===== src/pol_pkg.sv =====
// Package for the positional ordered list: sizes, codes, word and command types.
package pol_pkg;

  localparam int unsigned CAPACITY = 256;
  localparam int unsigned CntW     = $clog2(CAPACITY + 1);
  localparam int unsigned IdxW     = $clog2(CAPACITY);
  localparam int unsigned PosW     = 9;
  localparam int unsigned LenW     = 9;
  localparam int unsigned OpW      = 3;
  localparam int unsigned StW      = 2;
  localparam int unsigned DataW    = 32;
  localparam int unsigned CmpW     = ((CntW > PosW) ? CntW : PosW) + 1;

  localparam logic [OpW-1:0] OpInsFront = 3'd0;
  localparam logic [OpW-1:0] OpInsEnd   = 3'd1;
  localparam logic [OpW-1:0] OpInsAt    = 3'd2;
  localparam logic [OpW-1:0] OpDelFront = 3'd3;
  localparam logic [OpW-1:0] OpDelEnd   = 3'd4;
  localparam logic [OpW-1:0] OpDelAt    = 3'd5;

  localparam logic [StW-1:0] StDone  = 2'd0;
  localparam logic [StW-1:0] StFull  = 2'd1;
  localparam logic [StW-1:0] StEmpty = 2'd2;
  localparam logic [StW-1:0] StRange = 2'd3;

  typedef struct packed {
    logic [OpW-1:0]          operation;
    logic [PosW-1:0]         position;
    logic signed [DataW-1:0] value;
  } in_word_t;

  typedef struct packed {
    logic [StW-1:0]  status;
    logic [LenW-1:0] length;
  } out_word_t;

  typedef enum logic [1:0] {
    ShHold   = 2'd0,
    ShInsert = 2'd1,
    ShDelete = 2'd2
  } shift_e;

  // Broadcast to every cell of the row in the cycle a word is accepted.
  typedef struct packed {
    shift_e                  kind;
    logic [IdxW-1:0]         idx;
    logic signed [DataW-1:0] value;
  } cmd_t;

endpackage


===== src/positional_ordered_list.sv =====
// Top level of the positional ordered list: control, a row of cells and the result register.
//
// The block keeps an ordered list of up to CAPACITY signed 32-bit elements,
// addressed by 1-based positions. Each input word carries an operation
// (insert at front, at end or at a position; delete at front, at end or at a
// position), a position and a value. For every accepted word exactly one
// result word follows, giving a status and the length of the list afterwards.
// Both channels use a valid/ready handshake; a word moves when both are high.
// The elements live in a row of cells. On an insert every cell after the
// index takes the element of its left neighbour and the cell at the index loads
// the new value; on a delete every cell from the index onwards takes the element
// of its right neighbour. The whole row moves in the same clock edge.
// The result word is valid in the cycle after acceptance. The block takes one word
// per cycle while the result register is empty or drained, as the whole row shifts at once.
// When the receiver stalls, the result is held in the output register and the
// input stays ready only if that register is drained in the same cycle.
// Reset empties the list by clearing the count; cell contents are not cleared,
// as only cells below the count are ever part of the list.
module positional_ordered_list (
  input  logic               clk_i,
  input  logic               rst_ni,
  input  logic               in_valid_i,
  output logic               in_ready_o,
  input  pol_pkg::in_word_t  in_word_i,
  output logic               out_valid_o,
  input  logic               out_ready_i,
  output pol_pkg::out_word_t out_word_o
);
  import pol_pkg::*;

  logic                    in_fire;
  cmd_t                    cmd;
  out_word_t               res;
  logic [CntW-1:0]         count;
  logic signed [DataW-1:0] cell_data [CAPACITY];
  logic                    out_valid_q;
  out_word_t               out_word_q;

  // A new word is taken whenever the result register is empty or being drained.
  assign in_ready_o = !out_valid_q || out_ready_i;
  assign in_fire    = in_valid_i && in_ready_o;

  pol_ctrl u_ctrl (
    .clk_i   (clk_i),
    .rst_ni  (rst_ni),
    .fire_i  (in_fire),
    .word_i  (in_word_i),
    .cmd_o   (cmd),
    .res_o   (res),
    .count_o (count)
  );

  // The row of cells. The first cell's left input is never selected; the last cell's
  // right input is selected only on a delete, as that cell leaves the list, so both are tied to harmless values.
  for (genvar g = 0; g < CAPACITY; g++) begin : g_cell
    logic signed [DataW-1:0] left, right;
    if (g == 0) begin : g_first
      assign left = cmd.value;
    end else begin : g_inner_l
      assign left = cell_data[g-1];
    end
    if (g == CAPACITY - 1) begin : g_last
      assign right = '0;
    end else begin : g_inner_r
      assign right = cell_data[g+1];
    end
    pol_cell u_cell (
      .clk_i      (clk_i),
      .cmd_i      (cmd),
      .cell_idx_i (IdxW'(g)),
      .left_i     (left),
      .right_i    (right),
      .data_o     (cell_data[g])
    );
  end

  always_ff @(posedge clk_i or negedge rst_ni) begin
    if (!rst_ni) begin
      out_valid_q <= 1'b0;
    end else if (in_fire) begin
      out_valid_q <= 1'b1;
    end else if (out_ready_i) begin
      out_valid_q <= 1'b0;
    end
  end

  always_ff @(posedge clk_i) begin
    if (in_fire) begin
      out_word_q <= res;
    end
  end

  assign out_valid_o = out_valid_q;
  assign out_word_o  = out_word_q;

  // The count never exceeds the capacity.
  assert property (@(posedge clk_i) disable iff (!rst_ni)
    count <= CntW'(CAPACITY))
    else $error("element count above capacity");

  // An insert at the front or end into a list that is not full succeeds and grows it by one.
  assert property (@(posedge clk_i) disable iff (!rst_ni)
    (in_fire && (in_word_i.operation == OpInsFront || in_word_i.operation == OpInsEnd)
      && count != CntW'(CAPACITY))
    |=> (out_valid_o && out_word_o.status == StDone
      && out_word_o.length == LenW'($past(count) + CntW'(1))))
    else $error("insert at an end did not grow the list");

  // Any delete on an empty list is rejected and leaves it empty.
  assert property (@(posedge clk_i) disable iff (!rst_ni)
    (in_fire && count == '0 && (in_word_i.operation == OpDelFront
      || in_word_i.operation == OpDelEnd || in_word_i.operation == OpDelAt))
    |=> (out_valid_o && out_word_o.status == StEmpty && count == '0))
    else $error("delete on empty list not rejected");

endmodule


===== src/pol_cell.sv =====
// One storage cell of the list row: holds, loads, or takes its neighbour's element.
module pol_cell (
  input  logic                             clk_i,
  input  pol_pkg::cmd_t                    cmd_i,
  input  logic [pol_pkg::IdxW-1:0]         cell_idx_i,
  input  logic signed [pol_pkg::DataW-1:0] left_i,
  input  logic signed [pol_pkg::DataW-1:0] right_i,
  output logic signed [pol_pkg::DataW-1:0] data_o
);
  import pol_pkg::*;

  logic signed [DataW-1:0] data_q, data_d;

  always_comb begin
    data_d = data_q;
    unique case (cmd_i.kind)
      ShInsert: begin
        if (cell_idx_i == cmd_i.idx) begin
          data_d = cmd_i.value;
        end else if (cell_idx_i > cmd_i.idx) begin
          data_d = left_i;
        end
      end
      ShDelete: begin
        if (cell_idx_i >= cmd_i.idx) begin
          data_d = right_i;
        end
      end
      default: data_d = data_q;
    endcase
  end

  always_ff @(posedge clk_i) begin
    data_q <= data_d;
  end

  assign data_o = data_q;

endmodule


===== src/pol_ctrl.sv =====
// Control of the list: element count, range checks and the shift command for the row.
module pol_ctrl (
  input  logic                   clk_i,
  input  logic                   rst_ni,
  input  logic                   fire_i,
  input  pol_pkg::in_word_t      word_i,
  output pol_pkg::cmd_t          cmd_o,
  output pol_pkg::out_word_t     res_o,
  output logic [pol_pkg::CntW-1:0] count_o
);
  import pol_pkg::*;

  logic [CntW-1:0] count_q, count_d;
  logic [CmpW-1:0] pos_w, cnt_w;
  logic [StW-1:0]  status;
  shift_e          kind;
  logic [IdxW-1:0] idx;

  assign pos_w = CmpW'(word_i.position);
  assign cnt_w = CmpW'(count_q);

  always_comb begin
    status = StDone;
    kind   = ShHold;
    idx    = '0;
    unique case (word_i.operation)
      OpInsFront, OpInsEnd, OpInsAt: begin
        if (count_q == CntW'(CAPACITY)) begin
          status = StFull;
        end else if (count_q == '0) begin
          kind = ShInsert;
        end else if (word_i.operation == OpInsFront) begin
          kind = ShInsert;
        end else if (word_i.operation == OpInsEnd) begin
          kind = ShInsert;
          idx  = IdxW'(count_q);
        end else if (pos_w == '0 || pos_w > cnt_w + CmpW'(1)) begin
          status = StRange;
        end else begin
          kind = ShInsert;
          idx  = IdxW'(pos_w - CmpW'(1));
        end
      end
      OpDelFront, OpDelEnd, OpDelAt: begin
        if (count_q == '0) begin
          status = StEmpty;
        end else if (word_i.operation == OpDelFront) begin
          kind = ShDelete;
        end else if (word_i.operation == OpDelEnd) begin
          kind = ShDelete;
          idx  = IdxW'(count_q - CntW'(1));
        end else if (pos_w == '0 || pos_w > cnt_w) begin
          status = StRange;
        end else begin
          kind = ShDelete;
          idx  = IdxW'(pos_w - CmpW'(1));
        end
      end
      default: status = StDone;
    endcase
  end

  always_comb begin
    unique case (kind)
      ShInsert: count_d = count_q + CntW'(1);
      ShDelete: count_d = count_q - CntW'(1);
      default:  count_d = count_q;
    endcase
  end

  always_ff @(posedge clk_i or negedge rst_ni) begin
    if (!rst_ni) begin
      count_q <= '0;
    end else if (fire_i) begin
      count_q <= count_d;
    end
  end

  assign cmd_o.kind   = fire_i ? kind : ShHold;
  assign cmd_o.idx    = idx;
  assign cmd_o.value  = word_i.value;
  assign res_o.status = status;
  assign res_o.length = LenW'(count_d);
  assign count_o      = count_q;

endmodule

===== config.mk =====
export PLATFORM = sky130hd
export DESIGN_NAME = positional_ordered_list
export DESIGN_NICKNAME = d
export VERILOG_FILES = /design/src/pol_pkg.sv /design/src/positional_ordered_list.sv /design/src/pol_cell.sv /design/src/pol_ctrl.sv
export SDC_FILE = /design/constraint.sdc
export NUM_CORES = 1
export LEC_CHECK = 0
export BUFFER_PORTS_ARGS = -buffer_cell sky130_fd_sc_hd__buf_4
export CAP_MARGIN = 10
export CORE_UTILIZATION = 35
export DETAILED_ROUTE_END_ITERATION = 8
export PLACE_DENSITY = 0.6
export SETUP_SLACK_MARGIN = 0.1
export SYNTH_ARGS = -nofsm -noshare
export SYNTH_HDL_FRONTEND = slang
export SYNTH_HIERARCHICAL = 1
export SYNTH_SLANG_ARGS = --single-unit

===== constraint.sdc =====
create_clock -name clk_i -period 5.14 [get_ports clk_i]
set_input_delay 0.257 -clock clk_i [delete_from_list [all_inputs] [get_ports clk_i]]
set_output_delay 0.257 -clock clk_i [all_outputs]
set_load 0.05 [all_outputs]

==> results.yml <==
min_path:
  hold_path_end: "out_valid_o$_DFFE_PN0P_"
  min-delay-start: "in_valid_i"
  hold_path.class: "input port to flop"
  holdPathStages: 2
route:
  drtAntennaViolNets: 0
  vias_per_cell: 5.196
  drt_iter0_markers: 79
  drtPass1Iterations: 4
  wire_per_inst_microns: 13.48
  wl_microns: 3923
  dr_total_vias: 1512
  drc_errors: 0
grt:
  grt_pass1_wl_microns: 6354
  grt_use_met1_pct: 19.49
  met2_usage_pct: 25.60
  grt_pass1_vias: 1355
  use_met3_pct: 3.307
  grt-busiest-layer: "met2"
  track_usage_pct: 14.63
  antenna_found_initial: 0
  overflow: 0
  grt_max_degree: 24
die:
  initial_core_util_pct: 36.60
  core_sq_mm: 0.005172
  rows: 26
  dieArea_sq_mm: 0.005707
  die_y_microns: 75.55
  io-pin-count: 61
  die_w_microns: 75.55
final_layout:
  multi_input_area_sq_mm: 0.001194
  fin_area_sq_mm: 0.002195
  layout.filler_cells: 529
  diodes: 0
  ff_latch_area_sq_um: 580.6
  drive_gt1_share_pct: 22.62
  synthToLayoutAreaGrowth_pct: 15.93
  layout.nets: 293
  final_cell_count_no_fill: 291
sta:
  rsz0062_at_grt: "false"
  fin_crit_sh_pct: 74.85
  maxSlewHeadroom_pct: 67.15
  final_hold_viol_count: 0
  fin_crit_ns: 3.847
  fmax_ghz: 0.2599
  fin_skew_ns: 0.002160
  finalSetupViolations: 0
  fin_setup_tns_ns: 0
  worst_slack_ns: 1.293
  slew_viol_final: 0
  tightest_slew_ns: 0.4928
pwr:
  vdd_ir_drop_max_uv: 230.4
  pwr-share-clk_pct: 9.1
  p_int_w: 0.0006028
  p_leak_nw: 0.8804
  p_total_w: 0.001158
  p_per_area_mw_per_mm2: 527.6
  p_comb_share_pct: 64.6
  swShare_pct: 47.94
  pwr-share-seq_pct: 26.4
  p_switching_w: 0.0005550
synthesis:
  ys.warnings.count: 6
  syn-num-nets: 272
  netlist_area_sq_mm: 0.001893
  synthCells: 201
  synth_area_per_cell_sq_um: 9.418
clock_tree:
  cts_made_buffers: 3
  htree_levels: 1
  cts_sinks: 21
  clk_pin_slew_ns: 0.07
  cts_tree: "yes"
  clk_path_buf_depth: 2
  clkLatencyLatePin_ns: 0.26
  cts-root-buf: "clkbuf_8"
  post_cts_resized: 0
setup_path:
  cp_max_fo: 18
  path_class: "flop to flop"
  slowest_stage: "ha_1"
  r2r_slack_ns: 1.29
  slowest_delay_ns: 0.60
  reg2reg_from: "u_ctrl/count_o[0]$_DFFE_PN0P_"
  cpMostUsedCell: "ha_1"
  crit_arrival_ns: 3.99
  crit_buf_inv: 0
  cp_top_family: "adder cells"
  r2r_end: "u_ctrl/count_o[7]$_DFFE_PN0P_"
  reg2reg_depth: 13
  critPathCaptureType: "flop"
  crit_path_cell_trace: "ha_1 -> and3_1 -> nand2_1 -> nor3_1 -> xnor2_1 -> ha_1 -> o21ai_0 -> o21ai_2 -> o221ai_4 -> o311a_4 -> ha_1 -> nand2b_1 -> mux2_2"
  critPathLaunchType: "flop"
  cp_data_required_time_ns: 5.28
placement:
  placed_cells: 286
  placed_cell_area_sq_mm: 0.002140
  gp_congestion: 0.7928
  dp_hpwl_microns: 3209
  port_buffers: 28
  post-place-ws_ns: 1.265
flow_run:
  cap_violations: 0
status:
  outcome: "finished clean"
-- metrics by stage --
step | hold slack (ns) | utilization [%]
global route | 0.2039 | 42.43
floorplan | -0.03859 | -
finish | 0.1965 | 42.43
detailed placement | 0.09723 | 41.36
CTS | 0.1918 | 42.43
global placement | 0.09909 | 41.36
-- worst register-to-register path: cells and delay by family (launching register included) --
kind | cells | cell delay, ns
fa+ha+maj | 3 | 1.19
simple gates | 4 | 0.84
compound gates | 4 | 0.72
flops | 1 | 0.49
mux | 1 | 0.35
xor+xnor | 1 | 0.13
-- final cells by class --
class,count,area share (%)
clock buffers,4,2.052
well taps,70,3.991
multi-input cells,149,54.39
inverters,18,3.079
flip-flops and latches,21,26.45
repair buffers,29,10.03
-- worst max-delay path by stage --
stage | startpoint | to | slack (ns) | depth (start not counted)
2_1_floorplan | u_ctrl/count_o[0]$_DFFE_PN0P_ | out_word_o[7]$_DFFE_PP_ | 1.39 | 15
3_3_place_gp | u_ctrl/count_o[0]$_DFFE_PN0P_ | u_ctrl/count_o[7]$_DFFE_PN0P_ | 1.30 | 13
3_5_place_dp | u_ctrl/count_o[0]$_DFFE_PN0P_ | u_ctrl/count_o[7]$_DFFE_PN0P_ | 1.26 | 13
4_1_cts | u_ctrl/count_o[0]$_DFFE_PN0P_ | u_ctrl/count_o[7]$_DFFE_PN0P_ | 1.26 | 13
5_1_grt | u_ctrl/count_o[0]$_DFFE_PN0P_ | u_ctrl/count_o[2]$_DFFE_PN0P_ | 0.84 | 18
6_report | u_ctrl/count_o[0]$_DFFE_PN0P_ | u_ctrl/count_o[7]$_DFFE_PN0P_ | 1.29 | 13
-- cell usage in the layout, fill, tap and decap left out, types with 2 or more instances in the layout --
| cell type | instances |
|---|---|
| inv_1 | 18 |
| o31a_1 | 2 |
| o21ai_0 | 22 |
| nor2_1 | 8 |
| nand2b_1 | 2 |
| o22ai_1 | 4 |
| a211oi_1 | 3 |
| a22oi_1 | 3 |
| a21oi_1 | 4 |
| ha_1 | 23 |
| nand4_1 | 4 |
| a31oi_1 | 2 |
| buf_4 | 28 |
| clkbuf_8 | 3 |
| and3_1 | 4 |
| nand3_1 | 4 |
| edfxtp_1 | 11 |
| o2bb2ai_1 | 2 |
| nor2b_1 | 2 |
| xnor2_1 | 8 |
| nand2_1 | 14 |
| a31o_2 | 2 |
| mux2_2 | 3 |
| nor3_1 | 3 |
| or3_1 | 2 |
| nor4_1 | 2 |
| dfrtp_1 | 10 |
-- routing by layer --
layer  routed length, microns  vias to the layer above
li1                         -                      784
met1                     1838                      697
met2                     1931                       31
met3                      153                        0
met4                        0                        0
met5                        0                        -
-- state kept, by name (all words and copies together) (netlist names) --
| signal | cells |
|---|---|
| out_valid_o | 1 |
| out_word_o | 11 |
| u_ctrl/count_o | 9 |
-- timing repair --
item | 4_1_cts | 5_1_grt
hold buffers | 1 | 0
hold endpoints to repair | 10 | 0
setup endpoints to repair | 0 | 0
buffers inserted | 0 | 0
-- power by group through the flow --
stage          Clock [W]  Sequential [W]  Combinational, W
4_1_cts         0.000108        0.000307          0.000750
3_3_place_gp           0        0.000309          0.000740
3_5_place_dp           0        0.000309          0.000746
5_1_grt         0.000114        0.000316          0.000837
6_report        0.000105        0.000306          0.000747
2_1_floorplan          0        0.000350          0.000545
Power figures use the tool's default switching activity.
